**src/hw/rtl/mrc_pkg.sv**
```systemverilog
`timescale 1ns / 1ps
package mrc_pkg;

  // field and register widths
  localparam int IDX_W      = 16;
  localparam int COORD_W    = 4;
  localparam int RADIX_W    = 5;
  localparam int DIM_W      = 3;
  localparam int CFG_IDX_W  = 3;
  localparam int CFG_DATA_W = 5;
  localparam int NUM_PORTS  = 4;

  localparam int MAX_DIMS   = 4;
  localparam int RADIX_BITS = 4;

  localparam int USED_MAX   = (MAX_DIMS < NUM_PORTS) ? MAX_DIMS : NUM_PORTS;
  localparam int RADIX_FULL = (1 << RADIX_W) - 1;
  localparam int RADIX_CAP  = ((1 << RADIX_BITS) < RADIX_FULL) ? (1 << RADIX_BITS)
                                                               : RADIX_FULL;

  // exact divide by reciprocal: q = (n * ceil(2^K / d)) >> K for n < 2^IDX_W, d <= RADIX_CAP
  localparam int DIV_SHIFT  = IDX_W + $clog2(RADIX_CAP);
  localparam int RECIP_W    = DIV_SHIFT + 1;
  localparam int STRIDE_W   = IDX_W + 1;

  // configuration register indexes
  localparam logic [CFG_IDX_W-1:0] REG_DIM_COUNT = CFG_IDX_W'(0);
  localparam logic [CFG_IDX_W-1:0] REG_RADIX_0   = CFG_IDX_W'(1);
  localparam logic [CFG_IDX_W-1:0] REG_RADIX_1   = CFG_IDX_W'(2);
  localparam logic [CFG_IDX_W-1:0] REG_RADIX_2   = CFG_IDX_W'(3);
  localparam logic [CFG_IDX_W-1:0] REG_RADIX_3   = CFG_IDX_W'(4);

  localparam logic MODE_TO_INDEX = 1'b0;
  localparam logic MODE_TO_COORD = 1'b1;

  // one beat as it walks down the cell chain
  typedef struct packed {
    logic                                mode;
    logic                                err;
    logic [IDX_W-1:0]                    val;    // running sum or remaining index
    logic [STRIDE_W-1:0]                 stride;
    logic [NUM_PORTS-1:0][COORD_W-1:0]   coord;  // rotates one slot per cell
  } beat_t;

endpackage

```
**src/hw/rtl/mixed_radix_index_converter.sv**
```systemverilog
`timescale 1ns / 1ps
// Channel   | Handshake            | Payload
// ----------+----------------------+-------------------------------------------------
// input     | start, busy          | mode, coord_in_0..3, index_in
// result    | done                 | index_out, coord_out_0..3, range_error
// config    | cfg_write            | cfg_index, cfg_data
//
// One beat per cycle; busy stays low. The result passes through two register stages
// in each of the four dimension cells, then through the output register.
// Synchronous reset clears the pipeline valids and sets dim_count to
// 1 and every radix to 2. The receiver cannot stall: done lasts one cycle.
module mixed_radix_index_converter (
  input  logic                           clk,
  input  logic                           rst,
  input  logic                           start,
  output logic                           busy,
  input  logic                           mode,
  input  logic [mrc_pkg::COORD_W-1:0]    coord_in_0,
  input  logic [mrc_pkg::COORD_W-1:0]    coord_in_1,
  input  logic [mrc_pkg::COORD_W-1:0]    coord_in_2,
  input  logic [mrc_pkg::COORD_W-1:0]    coord_in_3,
  input  logic [mrc_pkg::IDX_W-1:0]      index_in,
  input  logic                           cfg_write,
  input  logic [mrc_pkg::CFG_IDX_W-1:0]  cfg_index,
  input  logic [mrc_pkg::CFG_DATA_W-1:0] cfg_data,
  output logic                           done,
  output logic [mrc_pkg::IDX_W-1:0]      index_out,
  output logic [mrc_pkg::COORD_W-1:0]    coord_out_0,
  output logic [mrc_pkg::COORD_W-1:0]    coord_out_1,
  output logic [mrc_pkg::COORD_W-1:0]    coord_out_2,
  output logic [mrc_pkg::COORD_W-1:0]    coord_out_3,
  output logic                           range_error
);
  import mrc_pkg::*;

  logic [DIM_W-1:0]   dim_count;
  logic [RADIX_W-1:0] radix_reg [NUM_PORTS];

  logic [DIM_W-1:0]   used_n;
  logic [RADIX_W-1:0] eff_radix [NUM_PORTS];
  logic               used      [NUM_PORTS];

  logic               valid_chain [NUM_PORTS+1];
  beat_t              beat_chain  [NUM_PORTS+1];
  beat_t              last;
  logic               last_err;
  logic               last_ok;

  assign busy = 1'b0;

  always_ff @(posedge clk) begin
    if (rst) begin
      dim_count <= DIM_W'(1);
      for (int i = 0; i < NUM_PORTS; i++) begin
        radix_reg[i] <= RADIX_W'(2);
      end
    end else if (cfg_write) begin
      unique case (cfg_index)
        REG_DIM_COUNT: dim_count    <= cfg_data[DIM_W-1:0];
        REG_RADIX_0:   radix_reg[0] <= cfg_data[RADIX_W-1:0];
        REG_RADIX_1:   radix_reg[1] <= cfg_data[RADIX_W-1:0];
        REG_RADIX_2:   radix_reg[2] <= cfg_data[RADIX_W-1:0];
        REG_RADIX_3:   radix_reg[3] <= cfg_data[RADIX_W-1:0];
        default: ;
      endcase
    end
  end

  // clamp dimension count and radices; unused dimensions act as radix one
  always_comb begin
    if (dim_count == '0) begin
      used_n = DIM_W'(1);
    end else if (dim_count > DIM_W'(USED_MAX)) begin
      used_n = DIM_W'(USED_MAX);
    end else begin
      used_n = dim_count;
    end
    for (int i = 0; i < NUM_PORTS; i++) begin
      used[i] = (DIM_W'(i) < used_n);
      if (!used[i] || radix_reg[i] == '0) begin
        eff_radix[i] = RADIX_W'(1);
      end else if (radix_reg[i] > RADIX_W'(RADIX_CAP)) begin
        eff_radix[i] = RADIX_W'(RADIX_CAP);
      end else begin
        eff_radix[i] = radix_reg[i];
      end
    end
  end

  always_comb begin
    valid_chain[0]       = start;
    beat_chain[0].mode   = mode;
    beat_chain[0].err    = 1'b0;
    beat_chain[0].val    = (mode == MODE_TO_COORD) ? index_in : '0;
    beat_chain[0].stride = STRIDE_W'(1);
    beat_chain[0].coord  = {coord_in_3, coord_in_2, coord_in_1, coord_in_0};
  end

  genvar g;
  for (g = 0; g < NUM_PORTS; g++) begin : g_cell
    mrc_cell u_cell (
      .clk       (clk),
      .rst       (rst),
      .in_valid  (valid_chain[g]),
      .in_beat   (beat_chain[g]),
      .radix     (eff_radix[g]),
      .used      (used[g]),
      .out_valid (valid_chain[g+1]),
      .out_beat  (beat_chain[g+1])
    );
  end

  // index is in range only if nothing is left after dividing by every radix
  always_comb begin
    last     = beat_chain[NUM_PORTS];
    last_ok  = (last.mode == MODE_TO_COORD) && (last.val == '0);
    last_err = (last.mode == MODE_TO_COORD) ? (last.val != '0) : last.err;
  end

  always_ff @(posedge clk) begin
    if (rst) begin
      done <= 1'b0;
    end else begin
      done <= valid_chain[NUM_PORTS];
    end
  end

  always_ff @(posedge clk) begin
    index_out   <= (last.mode == MODE_TO_INDEX) ? last.val : '0;
    coord_out_0 <= last_ok ? last.coord[0] : '0;
    coord_out_1 <= last_ok ? last.coord[1] : '0;
    coord_out_2 <= last_ok ? last.coord[2] : '0;
    coord_out_3 <= last_ok ? last.coord[3] : '0;
    range_error <= last_err;
  end

endmodule

```
**src/hw/rtl/mrc_cell.sv**
```systemverilog
`timescale 1ns / 1ps
module mrc_cell (
  input  logic                         clk,
  input  logic                         rst,
  input  logic                         in_valid,
  input  mrc_pkg::beat_t               in_beat,
  input  logic [mrc_pkg::RADIX_W-1:0]  radix,
  input  logic                         used,
  output logic                         out_valid,
  output mrc_pkg::beat_t               out_beat
);
  import mrc_pkg::*;

  localparam int ROM_DEPTH = 1 << RADIX_W;

  logic [RECIP_W-1:0]                recip_rom [ROM_DEPTH];
  logic [COORD_W+STRIDE_W-1:0]       term_full;
  logic [STRIDE_W+RADIX_W-1:0]       stride_full;
  logic [IDX_W+RECIP_W-1:0]          quot_full;
  logic                              coord_err;
  beat_t                             mid_beat_next;

  logic                              mid_valid;
  beat_t                             mid_beat;
  logic [IDX_W-1:0]                  mid_quot;

  logic [2*RADIX_W-1:0]              back_full;
  logic [RADIX_W-1:0]                rem_low;
  logic [COORD_W-1:0]                digit;
  beat_t                             out_beat_next;

  genvar d;
  for (d = 0; d < ROM_DEPTH; d++) begin : g_recip
    if (d == 0) begin : g_zero
      assign recip_rom[d] = '0;
    end else begin : g_val
      localparam logic [RECIP_W-1:0] RV =
        RECIP_W'(((64'd1 << DIV_SHIFT) + 64'(d) - 64'd1) / 64'(d));
      assign recip_rom[d] = RV;
    end
  end

  // first half: coordinate term and stride, or quotient by reciprocal
  always_comb begin
    term_full   = (COORD_W+STRIDE_W)'(in_beat.coord[0]) * (COORD_W+STRIDE_W)'(in_beat.stride);
    stride_full = (STRIDE_W+RADIX_W)'(in_beat.stride) * (STRIDE_W+RADIX_W)'(radix);
    quot_full   = (IDX_W+RECIP_W)'(in_beat.val) * (IDX_W+RECIP_W)'(recip_rom[radix]);
    coord_err   = (RADIX_W'(in_beat.coord[0]) >= radix);
    mid_beat_next = in_beat;
    if (in_beat.mode == MODE_TO_INDEX) begin
      if (used) begin
        mid_beat_next.val = in_beat.val + term_full[IDX_W-1:0];
      end
      mid_beat_next.err    = in_beat.err | coord_err;
      mid_beat_next.stride = stride_full[STRIDE_W-1:0];
    end
  end

  always_ff @(posedge clk) begin
    if (rst) begin
      mid_valid <= 1'b0;
    end else begin
      mid_valid <= in_valid;
    end
  end

  always_ff @(posedge clk) begin
    mid_beat <= mid_beat_next;
    mid_quot <= quot_full[DIV_SHIFT +: IDX_W];
  end

  // second half: remainder digit from the low bits only, digit is below the radix
  always_comb begin
    back_full = (2*RADIX_W)'(mid_quot[RADIX_W-1:0]) * (2*RADIX_W)'(radix);
    rem_low   = mid_beat.val[RADIX_W-1:0] - back_full[RADIX_W-1:0];
    digit     = (mid_beat.mode == MODE_TO_COORD) ? rem_low[COORD_W-1:0] : mid_beat.coord[0];
    out_beat_next       = mid_beat;
    out_beat_next.coord = {digit, mid_beat.coord[NUM_PORTS-1:1]};
    if (mid_beat.mode == MODE_TO_COORD) begin
      out_beat_next.val = mid_quot;
    end
  end

  always_ff @(posedge clk) begin
    if (rst) begin
      out_valid <= 1'b0;
    end else begin
      out_valid <= mid_valid;
    end
  end

  always_ff @(posedge clk) begin
    out_beat <= out_beat_next;
  end

endmodule
```
**config.mk**
```make
export PLATFORM = sky130hd
export DESIGN_NAME = mixed_radix_index_converter
export DESIGN_NICKNAME = d
export VERILOG_FILES = /design/src/hw/rtl/mrc_pkg.sv /design/src/hw/rtl/mixed_radix_index_converter.sv /design/src/hw/rtl/mrc_cell.sv
export SDC_FILE = /design/constraint.sdc
export NUM_CORES = 2
export LEC_CHECK = 0
export ABC_AREA = 1
export BUFFER_PORTS_ARGS = -buffer_cell sky130_fd_sc_hd__buf_2
export CAP_MARGIN = 40
export CELL_PAD_IN_SITES_DETAIL_PLACEMENT = 1
export CELL_PAD_IN_SITES_GLOBAL_PLACEMENT = 2
export CORE_MARGIN = 2
export CORE_UTILIZATION = 41
export CTS_BUF_LIST = sky130_fd_sc_hd__clkbuf_4 sky130_fd_sc_hd__clkbuf_8
export CTS_CLUSTER_SIZE = 28
export DETAILED_ROUTE_END_ITERATION = 6
export HOLD_SLACK_MARGIN = 0.02
export MAX_ROUTING_LAYER = met4
export PLACE_DENSITY = 0.94
export SLEW_MARGIN = 20
export SYNTH_ARGS = -nofsm -noshare
export SYNTH_HDL_FRONTEND = slang
export SYNTH_SLANG_ARGS = --single-unit
```
**constraint.sdc**
```tcl
create_clock -name clk -period 8.7 [get_ports clk]
set_input_delay 0.435 -clock clk [delete_from_list [all_inputs] [get_ports clk]]
set_output_delay 0.435 -clock clk [all_outputs]
set_load 0.03 [all_outputs]
```
; After elaboration in Yosys (flattened, before gate mapping)
; Memory sizes are Yosys's and may differ from the RTL's.
; Index checks and enable logic that the tools add are counted.
[word_totals]
register_bits = 483
latch_bits = 0
ram_bits = 20
romBits = 2688
inputBits = 45
memories = 5
[mem_list]
columns = memory, words, width, rd, rd_clocked_by_memory_dff, write_ports, line
row1 = (no name shown), 32, 21, 1, 0, 0, mrc_cell.sv:47  ; quot_full = (IDX_W+RECIP_W)'(in_beat.val) * (IDX_W+RECIP_W)'(recip_rom[radix]);
row2 = (no name shown), 32, 21, 1, 0, 0, mrc_cell.sv:47
row3 = (no name shown), 32, 21, 1, 0, 0, mrc_cell.sv:47
row4 = (no name shown), 32, 21, 1, 0, 0, mrc_cell.sv:47
row5 = radix_reg, 4, 5, 4, 0, 4, mixed_radix_index_converter.sv:37  ; logic [RADIX_W-1:0] radix_reg [NUM_PORTS];
[op_classes]
addsub = 8
n_mul = 14
div = 0
n_lt_le_gt_ge = 17
eq_ne = 4
shift = 0
n_mux = 58
n_bitwise = 11
n_reduce_logical = 18
[op_table]
columns = operator, n
row1 = 2-to-1 mux 21 bit, 8
row2 = multiplier 16 x 21 -> 36 bit, 4
row3 = 2-to-1 mux 16 bit, 9
row4 = 2-to-1 mux 34 bit, 3
row5 = 2-to-1 mux 5 bit, 12
row6 = multiplier 17 x 5 -> 17 bit, 3
row7 = multiplier 4 x 17 -> 16 bit, 3
row8 = adder 16 bit, 3
row9 = 2-to-1 mux 33 bit, 1
row10 = >= comparator 6 bit (second input constant), 4
row11 = NOT 5 -> 6 bit, 4
row12 = >= comparator 4 x 5 -> 1 bit, 4
row13 = greater-than comparator 5 bit (second input constant), 4
row14 = logical NOT 5 bit, 4
row15 = multiplier 5 x 5 -> 4 bit, 4
row16 = 2-to-1 mux 1 bit, 19
row17 = adder 16 x 4 -> 16 bit, 1
row18 = logical NOT 16 bit, 1
row19 = 2-to-1 mux 4 bit, 4
row20 = nonzero test 16 bit, 1
row21 = subtractor 4 bit, 4
row22 = bitwise OR 1 bit, 7
row23 = equality test 3 x 2 -> 1 bit (second input constant), 2
row24 = logical NOT 3 bit, 2
row25 = 10 further kinds, 19

; Logic depth before layout (Yosys ltp)
[logic_depth]
ltp_word = 12
depth_mapped = 40
depth_no_buf = 40

; Modules after synthesis
; From an unflattened synthesis, not the netlist that was laid out.
[hier_totals]
hier_cells = 9939
hier_area_um2 = 77558.1
[by_module_without_submodules]
columns = mod, instances, cells_each, area_per_inst_um2, seq_area_each_um2
row1 = mrc_cell at g_cell[1].u_cell ..., 2, 2413, 18805.5, 2402.3
row2 = mrc_cell at g_cell[3].u_cell, 1, 2416, 18833.1, 2402.3
row3 = mrc_cell at g_cell[0].u_cell, 1, 2405, 18741.7, 2402.3
row4 = mixed_radix_index_converter, 1, 292, 2372.3, 1341.3

; Worst setup path before layout
; No wires, ideal clock.
[synth_path]
kind = reg-to-reg
from = reg dim_count[2]
to = reg g_cell[1].u_cell.mid_quot[11]
setup_time_ns = 0.121
t_arrival_ns = 6.945
t_required_ns = 8.579
slack_ns = 1.634
stages_incl_launch_ff = 34
path_buffers = 3
path_cell_list = dfxtp_1 or2_1 buf_6 nand2_2 a21oi_1 inv_1 buf_2 ha_1 or2_2 a21oi_1 nand2_1 nand2_1 clkbuf_1 nand2_1 fa_1 fa_1 inv_1 fa_1 inv_1 fa_1 inv_1 fa_1 inv_1 fa_1 inv_1 ha_1 a21oi_1 nor2_1 nor2_1 a21boi_0 o21ai_0 a21oi_1 nand2_1 xor2_1
[synth_between]
elab_chain_cells = 12
elab_cells_between_ends = 13
classes_between = 1 x mul / 2 x order compare / 5 x mux / 1 x bitwise / 3 x reduce/logical / 1 x memory
[synth_lines]
columns = element, line
row1 = "start, declared", mixed_radix_index_converter.sv:36  ; logic [DIM_W-1:0] dim_count;
row2 = "start signal, assigned", mixed_radix_index_converter.sv:59  ; REG_DIM_COUNT: dim_count <= cfg_data[DIM_W-1:0];
row3 = greater-than comparator 3 bit, mixed_radix_index_converter.sv:73  ; end else if (dim_count > DIM_W'(USED_MAX)) begin
row4 = 2-to-1 mux 3 bit, mixed_radix_index_converter.sv:73
row5 = 2-to-1 mux 3 bit *, mixed_radix_index_converter.sv:71  ; if (dim_count == '0) begin
row6 = less-than comparator 1 x 3 -> 1 bit *, mixed_radix_index_converter.sv:79  ; used[i] = (DIM_W'(i) < used_n);
row7 = logical NOT 1 bit *, mixed_radix_index_converter.sv:80  ; if (!used[i] || radix_reg[i] == '0) begin
row8 = logical OR 1 bit *, mixed_radix_index_converter.sv:80
row9 = 2-to-1 mux 5 bit *, mixed_radix_index_converter.sv:80
row10 = NOT 5 -> 6 bit (not written as such) *, mrc_cell.sv:47
row11 = memory (32 x 21 bit) *, n/a
row12 = 2-to-1 mux 21 bit (not written as such) * (2 in a row), mrc_cell.sv:47
row13 = multiplier 16 x 21 -> 36 bit *, mrc_cell.sv:47
row14 = via g_cell[1].u_cell.quot_full[31], mrc_cell.sv:19  ; logic [IDX_W+RECIP_W-1:0] quot_full;
row15 = "end signal, assigned", mrc_cell.sv:69  ; mid_quot <= quot_full[DIV_SHIFT +: IDX_W];
row16 = "end, declared", mrc_cell.sv:25  ; logic [IDX_W-1:0] mid_quot;
; Mark *: on every way through the listed nets, which the timed path passes. The rest lies on a longest branch. The select of a mux whose other input is x is not followed.
; A chain may end at the register's enable or synchronous reset.

; Worst setup path after layout
[layout_path]
from = reg dim_count[2]
to = reg g_cell[1].u_cell.mid_quot[15]
; Same word-level chain as after synthesis.

==> results.py <==
metrics = {
    "status": {
        "outcome": "completed",
    },
    "logic_synthesis": {
        "yosysUniqueCellTypes": 57,
        "netlist_top_cells_count": "1894 x inv_1, 1789 x nand2_1, 1177 x fa_1, 909 x nor2_1, 594 x ha_1",
        "ys_seq_area_share_pct": 14.6,
        "synth_top_area_share_pct": 36.2,
        "yosys_warnings": 0,
        "synth.most_common_cell": "inv_1",
        "synth_area_leaders": "fa_1 36%, dfxtp_1 14%, ha_1 11%",
        "yosys_register_bits": 465,
        "synthArstFlopShare_pct": 0,
        "synth_area_um2": 65000,
        "synth_top_area_cell": "fa_1",
        "synth_edf_count": 20,
        "postSynthAreaPerCell_um2": 8.00,
        "synthFlopType": "dfxtp_1",
        "synth_cells": 8130,
        "syn-num-nets": 9946,
    },
    "floorplan": {
        "start_util_pct": 41.2,
        "die_y_um": 402,
        "ioPinCount": 80,
        "core-area_um2": 158000,
        "num_rows": 146,
        "die_w_um": 402,
        "die_area_um2": 162000,
    },
    "clock_tree": {
        "cts_max_level": 3,
        "clock-root-buffer": "clkbuf_8",
        "clk_latency_ns": 0.80,
        "cts_buffer_depth": 3,
        "cts.sinks": 465,
        "path_clk_slew_ns": 0.06,
        "cts_buffers": 83,
        "cts_tree": "built",
    },
    "detailed_routing": {
        "drc": 0,
        "avgRoutedWirePerCell_um": 21.1,
        "vias": 53900,
        "drt.antenna.violating_nets": 0,
        "via_per_inst": 5.20,
        "dr.pass1.iters": 5,
        "routed_wirelength_um": 218000,
        "drt_iter0_markers": 3659,
    },
    "timing": {
        "fin_skew_ns": 0.0459,
        "slew-limit-headroom_pct": 38.4,
        "hold_slack_ns": 0.142,
        "worst_slew_pin_slew_ns": 0.923,
        "setup_viol": 0,
        "fmax_mhz": 122,
        "tns_ns": 0,
        "report.final.slew_viol_count": 0,
        "fin_crit_ns": 8.19,
        "finalHoldViolations": 0,
        "finalCritPeriodShare_pct": 94.2,
        "rsz0062_at_grt": "false",
    },
    "global_routing": {
        "overflow": 0,
        "grt_pass1_vias": 60500,
        "grt_max_degree": 26,
        "grtUsageTotal_pct": 28.4,
        "antenna_found_initial": 3,
        "grt_pass1_wl_um": 345000,
    },
    "power_and_ir_drop": {
        "p_switching_uw": 5380,
        "leakage_uw": 0.0366,
        "p_per_area_nw_per_um2": 159,
        "p_clk_share_pct": 20.7,
        "p_seq_share_pct": 26.5,
        "p_int_uw": 5840,
        "vdd_ir_drop_max_v": 0.000145,
        "p_total_uw": 11200,
        "swShare_pct": 47.9,
        "p_comb_share_pct": 52.8,
    },
    "worst_setup_path": {
        "path_max_fanout": 13,
        "cp-end-kind": "register",
        "slowest_stage": "fa_1",
        "ff2ff_path_depth": 32,
        "reg2reg_from": "dim_count[2]$_SDFFE_PP0P_",
        "r2r_end": "g_cell[1].u_cell.mid_quot[15]$_DFF_P_",
        "worstPathRequired_ns": 9.35,
        "arrival_ns": 8.84,
        "cp_slowest_stage_delay_ns": 0.58,
        "crit_top_cell": "nand2_1",
        "r2r_setup_slack_ns": 0.51,
        "start_kind": "register",
        "crit_type": "register to register",
    },
    "place": {
        "hpwl_um": 181000,
        "placed_area_um2": 68300,
        "gp_congestion": 0.957,
        "portBuffers": 78,
    },
    "finish": {
        "finalInstanceArea_um2": 70400,
        "fillerInstances": 19400,
        "finish.utilization_pct": 44.5,
        "syn_to_final_growth_pct": 8.20,
        "reg_top3": "g_cell.u_cell.mid_beat (168), g_cell.u_cell.out_beat (168), g_cell.u_cell.mid_quot (64)",
        "drive_gt1_share_pct": 5.30,
        "multi_input_area_um2": 47300,
        "seqCellArea_um2": 9510,
        "nets": 10000,
    },
    "job": {
        "max_cap_viol_count": 0,
    },
    "hold_path": {
        "min_from": "mode",
        "holdPathStages": 1,
        "worstHoldEndpoint": "g_cell[0].u_cell.mid_beat[50]$_DFF_P_",
        "hold_path.class": "primary input to register",
    },
}
-- through the flow --
stage	setup WS, ns	cells
floorplan	1.63	8130
global placement	0.838	10200
detailed placement	0.560	10200
CTS	0.521	10400
global route	0.0831	10400
finish	0.507	10400
-- routing by layer --
metal | wire length [um] | global-route usage (%) | up-vias
li1 | - | - | 24100
met1 | 90600 | 35.5 | 27700
met2 | 104000 | 46.9 | 1673
met3 | 14900 | 4.55 | 450
met4 | 8530 | 9.37 | 0
met5 | 0 | - | -
-- cells by family (layout without fill, tap and decap cells) --
group | count (synthesis) | after routing | share of synthesized area [%]
adders and majority gates | 1771 | 1771 | 47.7
and+or+nand+nor | 2936 | 2936 | 17.7
buffers and inverters | 2169 | 2336 | 12.6
other | 1 | 4 | 0.00577
DFF | 465 | 465 | 14.6
AOI/OAI and AO/OA | 653 | 653 | 5.61
xor gates and xnor gates | 135 | 135 | 1.82
-- worst max path at each step --
stage	depth (start not counted)	startpoint	endpoint
3_5_place_dp	34	dim_count[2]$_SDFFE_PP0P_	g_cell[1].u_cell.mid_quot[15]$_DFF_P_
5_1_grt	30	dim_count[2]$_SDFFE_PP0P_	g_cell[1].u_cell.mid_quot[11]$_DFF_P_
6_report	32	dim_count[2]$_SDFFE_PP0P_	g_cell[1].u_cell.mid_quot[15]$_DFF_P_
2_1_floorplan	33	dim_count[2]$_SDFFE_PP0P_	g_cell[1].u_cell.mid_quot[11]$_DFF_P_
4_1_cts	34	dim_count[2]$_SDFFE_PP0P_	g_cell[1].u_cell.mid_quot[15]$_DFF_P_
3_3_place_gp	34	dim_count[2]$_SDFFE_PP0P_	g_cell[1].u_cell.mid_quot[7]$_DFF_P_
-- power by group through the flow --
stage	clock [uW]	sequential, uW	combinational [uW]
after floorplan	0	2850	3720
after global placement	0	3060	5530
after detailed placement	0	3030	5830
after CTS	2390	2990	5880
after global routing	2490	3010	6590
final	2320	2980	5920
-- critical path: cells and delay by family, from the launching register on --
family,cells,cell delay [ns]
DFF,1,0.39
and+or+nand+nor,13,2.18
adders and majority gates,8,3.73
AOI/OAI and AO/OA,5,1.22
buffers and inverters,6,0.53
-- timing repair --
| item | in CTS | in global routing |
|---|---|---|
| buffers inserted | 0 | 0 |
| resized for setup | 0 | 3 |
| hold buffers | 17 | 0 |
| setup endpoints to repair | 0 | 3 |
| hold endpoints to repair | 17 | 0 |
-- area by class of cell --
| type | count | area share (%) |
|---|---|---|
| Sequential cell | 465 | 13.5 |
| Tap cell | 2072 | 3.68 |
| Clock buffer | 109 | 2.00 |
| Inverter | 1950 | 10.4 |
| Multi-Input combinational cell | 5496 | 67.3 |
| Timing Repair Buffer | 237 | 2.47 |
| Antenna cell | 3 | 0.0107 |
| Clock inverter | 40 | 0.651 |
-- cell usage in the layout (no fill, tap or decap), types with 10 or more instances in the layout --
master,instances
inv_1,1893
nand2_1,1789
fa_1,1177
nor2_1,909
ha_1,594
dfxtp_1,445
a21oi_1,252
o21ai_0,235
buf_4,126
nand3_1,102
xor2_1,99
clkbuf_8,94
buf_2,80
clkinv_1,46
nor3_1,42
xnor2_1,36
o21a_1,26
a31oi_1,26
nand4_1,23
a21o_1,20
edfxtp_1,20
dlygate4sd3_1,17
clkbuf_4,15
o211ai_1,14
o22ai_1,14
clkinv_2,14
o21bai_1,13
nand2_2,13
o21ai_1,12
buf_8,12
clkinvlp_4,11
nor4_1,11
or2_2,10
Note: power is estimated with default switching activity, not from simulation.
